--- src/rtl/lpfr_pkg.sv ---
// Shared types and constants for the length-prefixed frame receiver.
// No dependencies; every other file refers to this package by scoped names.
package lpfr_pkg;

  localparam int unsigned MAX_FRAME_LIMIT = 262144;

  localparam logic [1:0] CMD_BYTE  = 2'd0;
  localparam logic [1:0] CMD_TICK  = 2'd1;
  localparam logic [1:0] CMD_START = 2'd2;

  localparam logic [2:0] EV_PAYLOAD = 3'd0;
  localparam logic [2:0] EV_ACK     = 3'd1;
  localparam logic [2:0] EV_ABORT   = 3'd2;
  localparam logic [2:0] EV_STARTED = 3'd3;
  localparam logic [2:0] EV_ENDED   = 3'd4;
  localparam logic [2:0] EV_TIMEOUT = 3'd5;

  localparam logic [2:0] REG_IDLE_TMO = 3'd0;
  localparam logic [2:0] REG_HDR_TMO  = 3'd1;
  localparam logic [2:0] REG_PAY_TMO  = 3'd2;
  localparam logic [2:0] REG_MAX_LEN  = 3'd3;
  localparam logic [2:0] REG_SYNC     = 3'd4;
  localparam logic [2:0] REG_END      = 3'd5;

  localparam int CFG_DATA_W = 25;

  typedef enum logic [1:0] {
    OP_BYTE  = 2'd0,
    OP_TICK  = 2'd1,
    OP_START = 2'd2
  } op_t;

  typedef struct packed {
    op_t        op;
    logic [7:0] data;
  } item_t;

  typedef struct packed {
    logic [15:0] idle_tmo;
    logic [15:0] hdr_tmo;
    logic [15:0] pay_tmo;
    logic [24:0] max_bytes;
    logic [7:0]  sync_val;
    logic [7:0]  end_val;
  } cfg_t;

  typedef struct packed {
    logic [2:0]  ev;
    logic [7:0]  byte_val;
    logic [23:0] offset;
    logic        lof;
    logic        lor;
  } result_t;

  typedef struct packed {
    logic    push0;
    logic    push1;
    result_t res0;
    result_t res1;
  } push_t;

  function automatic result_t mk_event(input logic [2:0] ev);
    result_t r;
    r          = '0;
    r.ev       = ev;
    return r;
  endfunction

endpackage

--- src/rtl/lpfr_front.sv ---
// Front end: takes input beats, classifies the command and queues the work.
// Uses lpfr_pkg for the item type and command codes.
module lpfr_front (
  input  logic              clk,
  input  logic              rst_n,
  input  logic              in_valid,
  output logic              in_stall,
  input  logic [1:0]        in_command,
  input  logic [7:0]        in_data_byte,
  output logic              q_valid,
  output lpfr_pkg::item_t   q_item,
  input  logic              q_pop
);

  lpfr_pkg::item_t mem_r [2];
  logic            wr_ptr_r, wr_ptr_nxt;
  logic            rd_ptr_r, rd_ptr_nxt;
  logic [1:0]      count_r, count_nxt;
  logic            push;
  logic            keep;
  lpfr_pkg::op_t   op;

  always_comb begin
    keep = 1'b1;
    op   = lpfr_pkg::OP_BYTE;
    unique case (in_command)
      lpfr_pkg::CMD_BYTE:  op = lpfr_pkg::OP_BYTE;
      lpfr_pkg::CMD_TICK:  op = lpfr_pkg::OP_TICK;
      lpfr_pkg::CMD_START: op = lpfr_pkg::OP_START;
      default:             keep = 1'b0;
    endcase
  end

  assign in_stall = (count_r == 2'd2);
  assign push     = in_valid && !in_stall && keep;
  assign q_valid  = (count_r != 2'd0);
  assign q_item   = mem_r[rd_ptr_r];

  always_comb begin
    wr_ptr_nxt = wr_ptr_r ^ push;
    rd_ptr_nxt = rd_ptr_r ^ q_pop;
    count_nxt  = count_r + 2'(push) - 2'(q_pop);
  end

  always_ff @(posedge clk) begin
    if (push) begin
      mem_r[wr_ptr_r] <= '{op: op, data: in_data_byte};
    end
  end

  always_ff @(posedge clk) begin
    if (!rst_n) begin
      wr_ptr_r <= 1'b0;
      rd_ptr_r <= 1'b0;
      count_r  <= 2'd0;
    end else begin
      wr_ptr_r <= wr_ptr_nxt;
      rd_ptr_r <= rd_ptr_nxt;
      count_r  <= count_nxt;
    end
  end

endmodule

--- src/rtl/lpfr_engine.sv ---
// Back end: streaming state machine, header and payload tracking, timers.
// Uses lpfr_pkg; consumes queued items and emits up to two results each.
module lpfr_engine #(
  parameter int TIMER_WIDTH = 16
) (
  input  logic            clk,
  input  logic            rst_n,
  input  lpfr_pkg::cfg_t  cfg,
  input  logic            item_valid,
  input  lpfr_pkg::item_t item,
  input  logic            room,
  output logic            pop,
  output lpfr_pkg::push_t push
);

  localparam int AW = TIMER_WIDTH + 1;
  localparam logic [32:0] TMO_MAX = (33'd1 << TIMER_WIDTH) - 33'd1;
  localparam logic [AW-1:0] AGE_MAX = '1;
  localparam logic [24:0] LIMIT = 25'(lpfr_pkg::MAX_FRAME_LIMIT);

  typedef enum logic [2:0] {
    PH_WAIT = 3'b001,
    PH_HDR  = 3'b010,
    PH_PAY  = 3'b100
  } phase_t;

  function automatic logic [32:0] clip_tmo(input logic [15:0] v);
    logic [32:0] w;
    w = 33'(v);
    return (w > TMO_MAX) ? TMO_MAX : w;
  endfunction

  function automatic logic [AW-1:0] age_inc(input logic [AW-1:0] a);
    return (a == AGE_MAX) ? a : a + AW'(1);
  endfunction

  logic             streaming_r, streaming_nxt;
  phase_t           phase_r, phase_nxt;
  logic [1:0]       hdr_cnt_r, hdr_cnt_nxt;
  logic [31:0]      len_r, len_nxt;
  logic [23:0]      rcv_r, rcv_nxt;
  logic [AW-1:0]    idle_age_r, idle_age_nxt;
  logic [AW-1:0]    phase_age_r, phase_age_nxt;

  logic [AW-1:0]    idle_inc;
  logic [AW-1:0]    phase_inc;
  logic [31:0]      len_new;
  logic [24:0]      rcv_inc;
  logic [24:0]      lim;
  logic             last_byte;
  logic             n0, n1;
  lpfr_pkg::result_t r0, r1;

  assign pop = item_valid && room;

  always_comb begin
    streaming_nxt = streaming_r;
    phase_nxt     = phase_r;
    hdr_cnt_nxt   = hdr_cnt_r;
    len_nxt       = len_r;
    rcv_nxt       = rcv_r;
    idle_age_nxt  = idle_age_r;
    phase_age_nxt = phase_age_r;
    n0            = 1'b0;
    n1            = 1'b0;
    r0            = '0;
    r1            = lpfr_pkg::mk_event(lpfr_pkg::EV_ACK);
    r1.lor        = 1'b1;

    idle_inc  = age_inc(idle_age_r);
    phase_inc = age_inc(phase_age_r);
    len_new   = len_r | (32'(item.data) << {hdr_cnt_r, 3'b000});
    rcv_inc   = 25'(rcv_r) + 25'd1;
    last_byte = (rcv_inc >= len_r[24:0]);
    lim       = (cfg.max_bytes > LIMIT) ? LIMIT : cfg.max_bytes;

    unique case (item.op)
      lpfr_pkg::OP_START: begin
        if (!streaming_r) begin
          streaming_nxt = 1'b1;
          phase_nxt     = PH_WAIT;
          hdr_cnt_nxt   = 2'd0;
          len_nxt       = 32'd0;
          rcv_nxt       = 24'd0;
          idle_age_nxt  = '0;
          phase_age_nxt = '0;
          n0            = 1'b1;
          r0            = lpfr_pkg::mk_event(lpfr_pkg::EV_STARTED);
        end
      end
      lpfr_pkg::OP_TICK: begin
        if (streaming_r) begin
          idle_age_nxt = idle_inc;
          unique case (phase_r)
            PH_HDR: begin
              phase_age_nxt = phase_inc;
              if (33'(phase_inc) >= clip_tmo(cfg.hdr_tmo)) begin
                phase_nxt = PH_WAIT;
              end
            end
            PH_PAY: begin
              phase_age_nxt = phase_inc;
              if (33'(phase_inc) >= clip_tmo(cfg.pay_tmo)) begin
                phase_nxt = PH_WAIT;
                n0        = 1'b1;
                r0        = lpfr_pkg::mk_event(lpfr_pkg::EV_ABORT);
              end
            end
            default: begin
              if (33'(idle_inc) > clip_tmo(cfg.idle_tmo)) begin
                streaming_nxt = 1'b0;
                phase_nxt     = PH_WAIT;
                n0            = 1'b1;
                r0            = lpfr_pkg::mk_event(lpfr_pkg::EV_TIMEOUT);
              end
            end
          endcase
        end
      end
      default: begin
        if (streaming_r) begin
          unique case (phase_r)
            PH_HDR: begin
              len_nxt     = len_new;
              hdr_cnt_nxt = hdr_cnt_r + 2'd1;
              if (hdr_cnt_r == 2'd3) begin
                if (len_new != 32'd0 && len_new <= 32'(lim)) begin
                  phase_nxt     = PH_PAY;
                  rcv_nxt       = 24'd0;
                  phase_age_nxt = '0;
                end else begin
                  phase_nxt = PH_WAIT;
                end
              end
            end
            PH_PAY: begin
              n0            = 1'b1;
              r0.ev         = lpfr_pkg::EV_PAYLOAD;
              r0.byte_val   = item.data;
              r0.offset     = rcv_r;
              r0.lof        = last_byte;
              phase_age_nxt = '0;
              if (last_byte) begin
                n1        = 1'b1;
                phase_nxt = PH_WAIT;
                rcv_nxt   = 24'd0;
              end else begin
                rcv_nxt = rcv_inc[23:0];
              end
            end
            default: begin
              idle_age_nxt = '0;
              priority if (item.data == cfg.end_val) begin
                streaming_nxt = 1'b0;
                phase_nxt     = PH_WAIT;
                n0            = 1'b1;
                r0            = lpfr_pkg::mk_event(lpfr_pkg::EV_ENDED);
              end else if (item.data == cfg.sync_val) begin
                phase_nxt     = PH_HDR;
                hdr_cnt_nxt   = 2'd0;
                len_nxt       = 32'd0;
                phase_age_nxt = '0;
              end
            end
          endcase
        end
      end
    endcase

    r0.lor = !n1;
  end

  always_comb begin
    push.push0 = pop && n0;
    push.push1 = pop && n1;
    push.res0  = r0;
    push.res1  = r1;
  end

  always_ff @(posedge clk) begin
    if (!rst_n) begin
      streaming_r <= 1'b0;
      phase_r     <= PH_WAIT;
      hdr_cnt_r   <= 2'd0;
      len_r       <= 32'd0;
      rcv_r       <= 24'd0;
      idle_age_r  <= '0;
      phase_age_r <= '0;
    end else if (pop) begin
      streaming_r <= streaming_nxt;
      phase_r     <= phase_nxt;
      hdr_cnt_r   <= hdr_cnt_nxt;
      len_r       <= len_nxt;
      rcv_r       <= rcv_nxt;
      idle_age_r  <= idle_age_nxt;
      phase_age_r <= phase_age_nxt;
    end
  end

endmodule

--- src/rtl/lpfr_out_fifo.sv ---
// Result queue: four entries, takes up to two results a cycle, sends one beat.
// Uses lpfr_pkg for the result and push types.
module lpfr_out_fifo (
  input  logic              clk,
  input  logic              rst_n,
  input  lpfr_pkg::push_t   push,
  output logic              room,
  output logic              out_valid,
  input  logic              out_stall,
  output lpfr_pkg::result_t head
);

  lpfr_pkg::result_t mem_r [4];
  logic [1:0] wr_ptr_r, wr_ptr_nxt;
  logic [1:0] rd_ptr_r, rd_ptr_nxt;
  logic [2:0] count_r, count_nxt;
  logic       pop;

  assign room      = (count_r <= 3'd2);
  assign out_valid = (count_r != 3'd0);
  assign head      = mem_r[rd_ptr_r];
  assign pop       = out_valid && !out_stall;

  always_comb begin
    wr_ptr_nxt = wr_ptr_r + 2'(push.push0) + 2'(push.push1);
    rd_ptr_nxt = rd_ptr_r + 2'(pop);
    count_nxt  = count_r + 3'(push.push0) + 3'(push.push1) - 3'(pop);
  end

  always_ff @(posedge clk) begin
    if (push.push0) begin
      mem_r[wr_ptr_r] <= push.res0;
    end
    if (push.push1) begin
      mem_r[wr_ptr_r + 2'd1] <= push.res1;
    end
  end

  always_ff @(posedge clk) begin
    if (!rst_n) begin
      wr_ptr_r <= 2'd0;
      rd_ptr_r <= 2'd0;
      count_r  <= 3'd0;
    end else begin
      wr_ptr_r <= wr_ptr_nxt;
      rd_ptr_r <= rd_ptr_nxt;
      count_r  <= count_nxt;
    end
  end

endmodule

--- src/rtl/length_prefixed_frame_receiver_unit.sv ---
// Length-prefixed frame receiver. Takes one input beat per cycle (byte, tick
// or start) into a two-entry queue unless full; the engine handles one queued
// item per cycle, holding while the result queue has fewer than two free
// entries, and writes its results into that four-entry queue, which sends one
// beat per cycle unless stalled. An input passes the input queue and result
// queue registers before its first result. An item that ends a frame yields
// two beats, so a run of such items is bound by the single result port.
// Register writes take effect on the next item processed.
// Depends on lpfr_pkg, lpfr_front, lpfr_engine and lpfr_out_fifo.
module length_prefixed_frame_receiver_unit #(
  parameter int TIMER_WIDTH = 16
) (
  input  logic        clk,
  input  logic        rst_n,
  input  logic        in_valid,
  output logic        in_stall,
  input  logic [1:0]  in_command,
  input  logic [7:0]  in_data_byte,
  output logic        out_valid,
  input  logic        out_stall,
  output logic [2:0]  out_event_res,
  output logic [7:0]  out_payload_byte,
  output logic [23:0] out_byte_offset,
  output logic        out_last_of_frame,
  output logic        out_last_of_run,
  input  logic        cfg_wr_en,
  input  logic [2:0]  cfg_index,
  input  logic [lpfr_pkg::CFG_DATA_W-1:0] cfg_data
);

  lpfr_pkg::cfg_t    cfg_r, cfg_nxt;
  lpfr_pkg::item_t   q_item;
  lpfr_pkg::push_t   push;
  lpfr_pkg::result_t head;
  logic              q_valid;
  logic              q_pop;
  logic              room;

  always_comb begin
    cfg_nxt = cfg_r;
    if (cfg_wr_en) begin
      unique case (cfg_index)
        lpfr_pkg::REG_IDLE_TMO: cfg_nxt.idle_tmo  = cfg_data[15:0];
        lpfr_pkg::REG_HDR_TMO:  cfg_nxt.hdr_tmo   = cfg_data[15:0];
        lpfr_pkg::REG_PAY_TMO:  cfg_nxt.pay_tmo   = cfg_data[15:0];
        lpfr_pkg::REG_MAX_LEN:  cfg_nxt.max_bytes = cfg_data[24:0];
        lpfr_pkg::REG_SYNC:     cfg_nxt.sync_val  = cfg_data[7:0];
        lpfr_pkg::REG_END:      cfg_nxt.end_val   = cfg_data[7:0];
        default:                cfg_nxt = cfg_r;
      endcase
    end
  end

  always_ff @(posedge clk) begin
    if (!rst_n) begin
      cfg_r.idle_tmo  <= 16'd10000;
      cfg_r.hdr_tmo   <= 16'd1000;
      cfg_r.pay_tmo   <= 16'd2000;
      cfg_r.max_bytes <= 25'd262144;
      cfg_r.sync_val  <= 8'hFF;
      cfg_r.end_val   <= 8'h00;
    end else begin
      cfg_r <= cfg_nxt;
    end
  end

  lpfr_front u_front (
    .clk          (clk),
    .rst_n        (rst_n),
    .in_valid     (in_valid),
    .in_stall     (in_stall),
    .in_command   (in_command),
    .in_data_byte (in_data_byte),
    .q_valid      (q_valid),
    .q_item       (q_item),
    .q_pop        (q_pop)
  );

  lpfr_engine #(
    .TIMER_WIDTH (TIMER_WIDTH)
  ) u_engine (
    .clk        (clk),
    .rst_n      (rst_n),
    .cfg        (cfg_r),
    .item_valid (q_valid),
    .item       (q_item),
    .room       (room),
    .pop        (q_pop),
    .push       (push)
  );

  lpfr_out_fifo u_out_fifo (
    .clk       (clk),
    .rst_n     (rst_n),
    .push      (push),
    .room      (room),
    .out_valid (out_valid),
    .out_stall (out_stall),
    .head      (head)
  );

  assign out_event_res     = head.ev;
  assign out_payload_byte  = head.byte_val;
  assign out_byte_offset   = head.offset;
  assign out_last_of_frame = head.lof;
  assign out_last_of_run   = head.lor;

`ifndef SYNTHESIS
  a_pop_room: assert property (@(posedge clk) disable iff (!rst_n)
    q_pop |-> room && q_valid)
    else $error("engine consumed an item without result space");

  a_pair: assert property (@(posedge clk) disable iff (!rst_n)
    push.push1 |-> push.push0 && push.res0.ev == lpfr_pkg::EV_PAYLOAD &&
                   push.res0.lof && push.res1.ev == lpfr_pkg::EV_ACK)
    else $error("second result is not an acknowledge after a last byte");

  a_run_end: assert property (@(posedge clk) disable iff (!rst_n)
    push.push0 && !push.push1 |-> push.res0.lor)
    else $error("single result lacks end-of-run mark");
`endif

endmodule
--- config.mk ---
export PLATFORM = sky130hd
export DESIGN_NAME = length_prefixed_frame_receiver_unit
export DESIGN_NICKNAME = d
export VERILOG_FILES = /design/src/rtl/lpfr_pkg.sv /design/src/rtl/lpfr_front.sv /design/src/rtl/lpfr_engine.sv /design/src/rtl/lpfr_out_fifo.sv /design/src/rtl/length_prefixed_frame_receiver_unit.sv
export SDC_FILE = /design/constraint.sdc
export NUM_CORES = 1
export LEC_CHECK = 0
export ABC_CLOCK_PERIOD_IN_PS = 7300
export BUFFER_PORTS_ARGS = -buffer_cell sky130_fd_sc_hd__clkbuf_2
export CORE_ASPECT_RATIO = 0.6
export CORE_MARGIN = 1.5
export CORE_UTILIZATION = 45
export CTS_CLUSTER_SIZE = 10
export DETAILED_ROUTE_END_ITERATION = 16
export GPL_ROUTABILITY_DRIVEN = 0
export HOLD_SLACK_MARGIN = 0.12
export PLACE_DENSITY = 0.67
export RECOVER_POWER = 100
export SYNTH_ARGS = -nofsm -noshare
export SYNTH_HDL_FRONTEND = slang
export SYNTH_SLANG_ARGS = --single-unit
--- constraint.sdc ---
create_clock -name clk -period 7.3 [get_ports clk]
set_input_delay 1.46 -clock clk [delete_from_list [all_inputs] [get_ports clk]]
set_output_delay 1.46 -clock clk [all_outputs]
set_load 0.01 [all_outputs]
Word level (Yosys, flattened, before mapping). Memory sizes are Yosys's and may differ from the RTL's. A register that Yosys moved wholly into a read port is not among the register bits. Cells that the tools add are included.

Shift-type cells: 1. Bitwise logic cells: 4. Reduce and logical (&&, ||, !) cells: 34. Add/subtract/negate cells: 13. Magnitude comparators: 7. Muxes and demuxes: 90. Eq/ne operators: 32.

Operators with widths (count): 17-bit two-way mux (13); 37-bit two-way mux (4); 37-bit one-hot mux with 2 select lines (2); 32-bit two-way mux (4); 32-bit one-hot mux with 2 select lines (2); 24-bit two-way mux (5); 17-bit one-hot mux with 2 select lines (3); 24-bit one-hot mux with 2 select lines (2); 36-bit two-way mux (2); 36-bit one-hot mux with 2 select lines (1); 17-bit by 1-bit adder with 17-bit output (second input constant) (2); 17-bit equality test (second input constant) (2); 17-bit by 16-bit greater-or-equal comparator with 1-bit output (2); 3-bit two-way mux (11); 32-bit by 25-bit <= comparator with 1-bit output (1); 32-bit OR (1); 32-bit nonzero test (1); 8-bit by 5-bit left shift with 32-bit output (1); 24-bit by 1-bit adder with 25-bit output (second input constant) (1); 25-bit greater-or-equal comparator (1); 25-bit by 19-bit > comparator with 1-bit output (second input constant) (1); 1-bit two-way mux (25); 25-bit two-way mux (1); 3-bit one-hot mux with 2 select lines (3); 41 further kinds (90).

Logic and storage cells: 202. Bits of input ports: 43. Register bits after elaboration: 196. Memory bits (writable): 168. Memories kept: 2.

Memories: u_out_fifo.mem_r (depth 4, bits a word 37, read ports 1, clocked after memory_dff 1, write ports 2, line lpfr_out_fifo.sv:13) `lpfr_pkg::result_t mem_r [4];`; u_front.mem_r (depth 2, bits a word 10, read ports 1, clocked after memory_dff 1, write ports 1, line lpfr_front.sv:15) `lpfr_pkg::item_t mem_r [2];`.

Depth between registers and ports, before layout. Gate-level depths: netlist (run 1).

Word-level depth: 11. Depth in mapped cells: 23.

By module. From an unflattened synthesis (run 1), not the netlist that was laid out.

Cells, all modules: 2042. Area, all modules: 21391.8 µm².

Modules (own cells, without submodules): lpfr_engine (sequential area each 1921.8 µm², area each 9339.0 µm², times used 1, cells an instance 1248); lpfr_out_fifo (sequential area each 4584.4 µm², area each 7603.5 µm², times used 1, cells an instance 400); length_prefixed_frame_receiver_unit (sequential area each 1781.7 µm², area each 3470.8 µm², times used 1, cells an instance 338); lpfr_front (sequential area each 700.7 µm², area each 978.4 µm², times used 1, cells an instance 56).

Worst setup path before layout (run 1). Ideal clock, no wire load.

Kind: reg-to-reg. From: reg u_engine.phase_age_r[0]. To: reg u_out_fifo.count_r[2]. Cell stages (with the launch flop): 24. Arrival: 4950 ps. Period minus slack after synthesis: 5078 ps. Path buffers: 2. Setup slack: 2222 ps. Library setup time: 128 ps. Data required time: 7172 ps. Cell sequence: dfxtp_1 -> ha_1 -> nand2_1 -> nor4b_2 -> nand3_1 -> and4_1 -> clkbuf_1 -> and3_1 -> clkbuf_1 -> nand3_1 -> xnor2_1 -> ha_1 -> nand2_1 -> o21ai_0 -> a2111oi_0 -> a211oi_1 -> o21a_1 -> o311ai_4 -> ha_1 -> inv_1 -> fa_1 -> fa_1 -> xor2_1 -> nor2_1.

Word-level cells in the longest chain between the ends: 11. Elaborated cells between the ends (all ways): 12. Those cells by class: add/sub: 4; order compare: 1; eq/ne: 1; mux: 5; reduce/logical: 1.

RTL lines: from (decl) (line lpfr_engine.sv:43) `logic [AW-1:0] phase_age_r, phase_age_nxt;`; from (signal assigned) (line lpfr_engine.sv:196) `phase_age_r <= phase_age_nxt;`; 17-bit by 1-bit adder with 17-bit output or 17-bit equality test (tied branches) (line lpfr_engine.sv:34) `return (a == AGE_MAX) ? a : a + AW'(1);`; 17-bit two-way mux (*) (line lpfr_engine.sv:34); 17-bit by 16-bit greater-or-equal comparator with 1-bit output (*) (line lpfr_engine.sv:103) `if (33'(phase_inc) >= clip_tmo(cfg.pay_tmo)) begin`; 1-bit two-way mux (*) (line lpfr_engine.sv:103); 1-bit one-hot mux with 2 select lines (*) (line lpfr_engine.sv:94) `unique case (phase_r)`; 1-bit two-way mux (*) (line lpfr_engine.sv:92) `if (streaming_r) begin`; 1-bit one-hot mux with 2 select lines (*) (line lpfr_engine.sv:77) `unique case (item.op)`; 1-bit logical AND (*) (line lpfr_engine.sv:174) `push.push0 = pop && n0;`; 3-bit by 1-bit adder with 3-bit output (*) (2 in a row) (line lpfr_out_fifo.sv:27) `count_nxt = count_r + 3'(push.push0) + 3'(push.push1) - 3'(pop);`; 3-bit by 1-bit subtractor with 3-bit output (*) (line lpfr_out_fifo.sv:27); to (signal assigned) (line lpfr_out_fifo.sv:47) `count_r <= count_nxt;`; to (decl) (line lpfr_out_fifo.sv:16) `logic [2:0] count_r, count_nxt;`.

Mark *: on every way between the ends. The rest lies on a longest branch, timed or not. A chain may end at the register's enable or synchronous reset.

==> flow_metrics.py, run 1 <==
metrics = {
    "floorplan": {
        "rows": 58,
        "die_area_um2": 43700,
        "core-area_um2": 41900,
        "fp.dieW_um": 269,
        "pin_count": 82,
        "die_y_um": 163,
        "start_util": 0.456,
    },
    "clock_network": {
        "hold_buffers": 0,
        "root_buffer": "clkbuf_16",
        "clk_latency_ns": 0.57,
        "cts.path.max_buffers": 3,
        "htreeDepth": 2,
        "cts_tree": "built",
        "cts.sinks": 365,
        "numCtsBuffers": 43,
        "cts_resized": 0,
        "post_cts_buffers": 0,
        "path_clk_slew_ns": 0.06,
    },
    "final_layout": {
        "num_antenna_cells": 0,
        "final_cell_mix": "nand2_1, dfxtp_1, a21oi_1",
        "area_growth_pct": 9.10,
        "final_common_cell": "nand2_1",
        "finalNetCount": 2487,
        "drive_gt1_frac": 0.0796,
    },
    "timing": {
        "period_share": 0.865,
        "post-route-min-period_ns": 6.32,
        "setup_violations": 0,
        "slew_viol_final": 260,
        "final.setup.worst_slack_ns": 0.984,
        "rsz0062_at_grt": "no",
        "tightest_slew_ns": 3.23,
        "setup-tns-final_ns": 0,
        "relSlewSlack": -1.18,
        "worst_clock_skew_ns": 0.0243,
        "fmax_ghz": 0.158,
        "finalHoldViolCount": 0,
    },
    "grt": {
        "grt-busiest-layer": "met1",
        "track_usage": 0.253,
        "antenna_found_initial": 0,
        "use_met2": 0.348,
        "grt_first_pass_wirelength_mm": 87.4,
        "overflow": 0,
        "grt_max_degree": 81,
        "met3_usage": 0.0528,
        "first_global_vias": 15537,
        "use_met1": 0.397,
    },
    "logic_synthesis": {
        "ys_seq_elements": 365,
        "syn_area_per_cell_um2": 8.22,
        "ys_seq_area_frac": 0.393,
        "synth-edff-count": 20,
        "synth_cell_types": 79,
        "yosysWarnings": 0,
        "synthFlopType": "dfxtp_1",
        "ys_async_sr_fraction": 0,
        "synthCells": 2323,
        "synthesis.area_um2": 19100,
    },
    "worst_setup_path": {
        "crit_top_cell": "nand3_1",
        "worstPathArrival_ns": 6.80,
        "slowest_delay_ns": 0.72,
        "worstPathRequired_ns": 7.78,
        "critPathBufInv": 1,
        "crit_path_end_kind": "register",
        "worstSetupStartpointType": "register",
        "crit_chain": "ha_1 -> nand2_1 -> nor4b_1 -> nand3_1 -> and4_1 -> and3_1 -> nand3_1 -> xnor2_1 -> ha_1 -> nand2_1 -> o21ai_0 -> a2111oi_0 -> a211oi_1 -> o21a_1 -> o311ai_4 -> nor2_2 -> clkbuf_2 -> nand3_1 -> a21oi_1",
        "crit_fanout": 25,
        "path_class": "reg2reg",
        "slowest_stage": "clkbuf_2",
        "critical_path.top_delay_family": "simple AND/OR/NAND/NOR gates",
    },
    "hold_path": {
        "min_path_type": "reg2reg",
    },
    "place": {
        "portBuffers": 81,
        "pre_cts_ws_ns": 1.48,
        "dp_hpwl_mm": 38.9,
    },
    "drt": {
        "drc": 0,
        "vias": 16942,
        "avgViaCountPerCell": 5.83,
        "drtAntennaViolNets": 0,
        "drtPass1Iterations": 6,
        "post_drt_wl_per_cell_um": 19.3,
        "wirelength_mm": 56.0,
        "first_iter_violations": 1882,
    },
    "job": {
        "max-cap-violations": 6,
    },
    "status": {
        "status": "complete, but fails checks",
        "violations": "max-capacitance violations, max-slew violations",
    },
    "pwr": {
        "peakVddDrop_uv": 138,
        "power.density_nw_per_um2": 236,
        "p_leak_uw": 0.00795,
    },
}
sequential cells by signal (all words and copies together) (netlist names), named ones only:
name,count
u_front.mem_r,20
u_out_fifo.rd_ptr_r,2
u_engine.phase_age_r,17
u_out_fifo.mem_r,148
u_engine.phase_r,3
u_engine.streaming_r,1
u_front.count_r,2
u_engine.hdr_cnt_r,2
u_out_fifo.wr_ptr_r,2
cfg_r,89
u_out_fifo.count_r,3
u_engine.rcv_r,24
u_front.wr_ptr_r,1
u_front.rd_ptr_r,1
u_engine.idle_age_r,17
u_engine.len_r,32
per-stage QoR:
stage | instance area [µm²] | util | instances | hold WS, ns | total power [µW]
after floorplan | 19100 | - | 2328 | 0.430 | 2750
after global placement | 19800 | 0.472 | 2852 | 0.439 | 3000
after detailed placement | 19800 | 0.472 | 2852 | 0.444 | 3020
after CTS | 20900 | 0.500 | 2908 | 0.452 | 4940
after global routing | 20800 | 0.498 | 2908 | 0.464 | 5100
final | 20800 | 0.498 | 2908 | 0.453 | 4910
path summary, 6_finish.rpt:
path | from | endpoint | slack, ns | cells past startpoint
max | u_engine.phase_age_r[0]$_SDFFE_PN0P_ | u_out_fifo.mem_r[2][16]$_SDFFE_PP0P_ | 0.98 | 19
min | u_out_fifo.mem_r[3][10]$_SDFFE_PP0P_ | u_out_fifo.mem_r[3][10]$_SDFFE_PP0P_ | 0.45 | 2
max reg2reg | u_engine.phase_age_r[0]$_SDFFE_PN0P_ | u_out_fifo.mem_r[2][16]$_SDFFE_PP0P_ | 0.98 | 19
min reg2reg | u_out_fifo.mem_r[3][10]$_SDFFE_PP0P_ | u_out_fifo.mem_r[3][10]$_SDFFE_PP0P_ | 0.45 | 2
metal layers:
layer / up-vias / part of all wire
li1: 8078 / -
met2: 653 / 0.40
met1: 8129 / 0.49
met4: 2 / 0.015
met5: - / 0.0014
met3: 80 / 0.094
cells by family after synthesis:
kind of cell,share of synthesized area
simple gates,0.225
compound gates,0.156
flops,0.393
buf+inv,0.0574
fa+ha+maj,0.0778
xor+xnor,0.0330
mux,0.0575
other cells,0.000196
worst register-to-register path: stages (launching register included):
cell       delay, ns
dfxtp_1         0.40
ha_1            0.29
nand2_1         0.09
nor4b_1         0.52
nand3_1         0.44
and4_1          0.43
and3_1          0.28
nand3_1         0.20
xnor2_1         0.14
ha_1            0.31
nand2_1         0.05
o21ai_0         0.26
a2111oi_0       0.12
a211oi_1        0.41
o21a_1          0.44
o311ai_4        0.21
nor2_2          0.60
clkbuf_2        0.72
nand3_1         0.17
a21oi_1         0.17
synth_stat cells (21+ instances only):
master / instances / area, µm²
nand3_1: 155 / 776
xor2_1: 33 / 289
a21oi_1: 267 / 1340
xnor2_1: 39 / 342
ha_1: 114 / 1430
nand4_1: 39 / 244
o21ai_0: 70 / 350
and2_1: 21 / 131
o211ai_1: 24 / 180
clkbuf_1: 109 / 409
mux4_2: 37 / 833
nand2_1: 442 / 1660
dfxtp_1: 345 / 6910
inv_1: 107 / 402
nor2_1: 167 / 627
nor3_1: 21 / 105
and3_1: 30 / 188
final cells by class:
class	instances	area, µm²
inverter	110	415
tap	570	713
timing repair buffer	101	473
clock inverter	3	33.8
sequential	365	7510
multi-input combinational	1706	10500
clock buffer	53	1150
fill	3979	21000
where the power goes:
part	total, µW	switching, µW	internal (µW)
registers	2160	85.0	2080
clock network	1920	824	1100
logic	827	541	286
Power figures use the tool's default switching activity.
==> run 2, diff against run 1 <==
ABC_CLOCK_PERIOD_IN_PS = 7700   (was 7300)
RECOVER_POWER = default   (was 100)
clock period = 7.7 ns   (was 7.3 ns; I/O delays follow)
==> run 2 against run 1 <==
Compared with the run above:
- the flow now finishes without violations
- hold slack lost 0.0029 ns
- first-iteration DRC count shrank 5.4%
- global-route usage shrank 0.17 points
- final cell count shrank 0.10%
- sequential power decreased by 6%
==> flow_metrics.py, run 2 (same netlist as run 1, synthesis figures left out) <==
metrics = {
    "final_layout": {
        "largest_reg_flops": 148,
        "final_cell_mix": "nand2_1, dfxtp_1, a21oi_1",
        "seqCellArea_um2": 7510,
        "area_growth_pct": 9.46,
        "drive_gt1_frac": 0.105,
        "multiInputGateArea_um2": 10600,
        "final_common_cell": "nand2_1",
        "num_antenna_cells": 0,
        "reg.largest.list": "u_out_fifo.mem_r x148, cfg_r x89, u_engine.len_r x32",
        "finalNetCount": 2485,
        "fillers": 3940,
        "top_register": "u_out_fifo.mem_r",
    },
    "floorplan": {
        "start_util": 0.456,
        "die_y_um": 163,
        "die_area_um2": 43700,
        "fp.dieW_um": 269,
        "pin_count": 82,
        "rows": 58,
        "core-area_um2": 41900,
    },
    "clock_network": {
        "hold_buffers": 0,
        "path_clk_slew_ns": 0.06,
        "htreeDepth": 2,
        "root_buffer": "clkbuf_16",
        "cts_resized": 0,
        "cts.path.max_buffers": 3,
        "clk_latency_ns": 0.56,
        "cts.sinks": 365,
        "numCtsBuffers": 43,
        "post_cts_buffers": 0,
        "cts_tree": "built",
    },
    "drt": {
        "drc": 0,
        "routed.top_layer": "met4",
        "wl_met1_mm": 27.1,
        "wl_met3_mm": 5.22,
        "first_iter_violations": 1780,
        "wirelength_mm": 55.3,
        "vias": 16864,
        "drtPass1Iterations": 6,
        "wl_met2_mm": 22.2,
        "post_drt_wl_per_cell_um": 19.0,
        "avgViaCountPerCell": 5.81,
        "drtAntennaViolNets": 0,
    },
    "timing": {
        "post-route-min-period_ns": 6.04,
        "final.setup.worst_slack_ns": 1.66,
        "finalHoldViolCount": 0,
        "slew_viol_final": 0,
        "rsz0062_at_grt": "no",
        "fmax_ghz": 0.166,
        "period_share": 0.784,
        "setup_violations": 0,
        "relSlewSlack": 0.111,
        "worst_clock_skew_ns": 0.0193,
        "tightest_slew_ns": 1.33,
        "setup-tns-final_ns": 0,
    },
    "worst_setup_path": {
        "worstPathArrival_ns": 6.50,
        "crit_path_end_kind": "register",
        "crit_fanout": 41,
        "worstPathRequired_ns": 8.16,
        "worstReg2RegStart": "u_engine.phase_age_r[0]$_SDFFE_PN0P_",
        "crit_start": "u_engine.phase_age_r[0]$_SDFFE_PN0P_",
        "path_class": "reg2reg",
        "worstSetupStartpointType": "register",
    },
    "place": {
        "pre_cts_ws_ns": 1.81,
        "portBuffers": 81,
        "dp_hpwl_mm": 38.5,
    },
    "pwr": {
        "pwr-share-comb": 0.172,
        "peakVddDrop_uv": 131,
        "p_leak_uw": 0.00812,
        "pwr-share-clk": 0.388,
        "switching_share": 0.297,
        "p_sw_uw": 1380,
        "seqPwrFrac": 0.441,
        "power.density_nw_per_um2": 222,
        "p_int_uw": 3260,
    },
    "hold_path": {
        "min_path_type": "reg2reg",
        "min-delay-start": "u_out_fifo.mem_r[3][7]$_SDFFE_PP0P_",
    },
    "job": {
        "max-cap-violations": 0,
    },
    "grt": {
        "grt_first_pass_wirelength_mm": 86.6,
        "first_global_vias": 15478,
        "grt_max_degree": 92,
        "overflow": 0,
        "antenna_found_initial": 0,
        "track_usage": 0.252,
    },
    "status": {
        "status": "finished, final reports clean",
    },
}
==> run 2: cell types whose count changed in the layout (fill, tap and decap cells not counted), sizes merged <==
cell    delta
clkbuf     -9
buf        +4
inv        +2
==> run 2: worst paths after layout <==
kind / depth (start not counted) / slack, ns / end
min reg2reg: 2 / 0.45 / u_out_fifo.mem_r[3][7]$_SDFFE_PP0P_
max reg2reg: 19 / 1.66 / u_out_fifo.mem_r[1][25]$_SDFFE_PP0P_
max: 19 / 1.66 / u_out_fifo.mem_r[1][25]$_SDFFE_PP0P_
min: 2 / 0.45 / u_out_fifo.mem_r[3][7]$_SDFFE_PP0P_
==> run 2: area by class of cell <==
| class | count | share of cell area |
|---|---|---|
| Multi-Input combinational cell | 1706 | 0.505 |
| Sequential cell | 365 | 0.359 |
| Timing Repair Buffer | 99 | 0.0259 |
| Inverter | 110 | 0.0199 |
| Tap cell | 570 | 0.0341 |
| Clock inverter | 5 | 0.00192 |
| Clock buffer | 50 | 0.0537 |
==> run 2: metrics by stage <==
stage | cell area (µm²) | hold WS, ns | total power [µW] | utilization | std cells
5_1_grt | 20900 | 0.466 | 4830 | 0.499 | 2905
4_1_cts | 20900 | 0.454 | 4650 | 0.499 | 2905
3_5_place_dp | 19700 | 0.446 | 2860 | 0.471 | 2850
3_3_place_gp | 19700 | 0.438 | 2840 | 0.471 | 2850
2_1_floorplan | 19100 | 0.430 | 2610 | - | 2328
6_report | 20900 | 0.450 | 4640 | 0.499 | 2905
==> run 2: power groups by stage <==
| stage | registers (µW) | logic [µW] | clock network [µW] |
|---|---|---|---|
| final | 2040 | 797 | 1800 |
| after global routing | 2050 | 860 | 1920 |
| after CTS | 2040 | 779 | 1830 |
| after detailed placement | 2080 | 776 | 0 |
| after global placement | 2080 | 762 | 0 |
| after floorplan | 2030 | 578 | 0 |
==> run 2: routing by layer <==
metal | vias up | track usage
li1 | 8073 | -
met1 | 8031 | 0.393
met2 | 688 | 0.349
met3 | 72 | 0.0517
met4 | 0 | 0.0559
met5 | - | 0
==> run 2: critical path, stage by stage (launching register included) <==
cell and delay (ns):
dfxtp_1 0.39, ha_1 0.29, nand2_1 0.10, nor4b_2 0.37, nand3_1 0.35, and4_1 0.40
and3_1 0.28, nand3_1 0.18, xnor2_1 0.20, ha_1 0.31, nand2_1 0.06, o21ai_0 0.10
a2111oi_0 0.40, a211oi_1 0.16, o21a_1 0.35, o311ai_4 0.50, or2_2 0.81, buf_4 0.44
nand3_1 0.14, o31ai_2 0.09
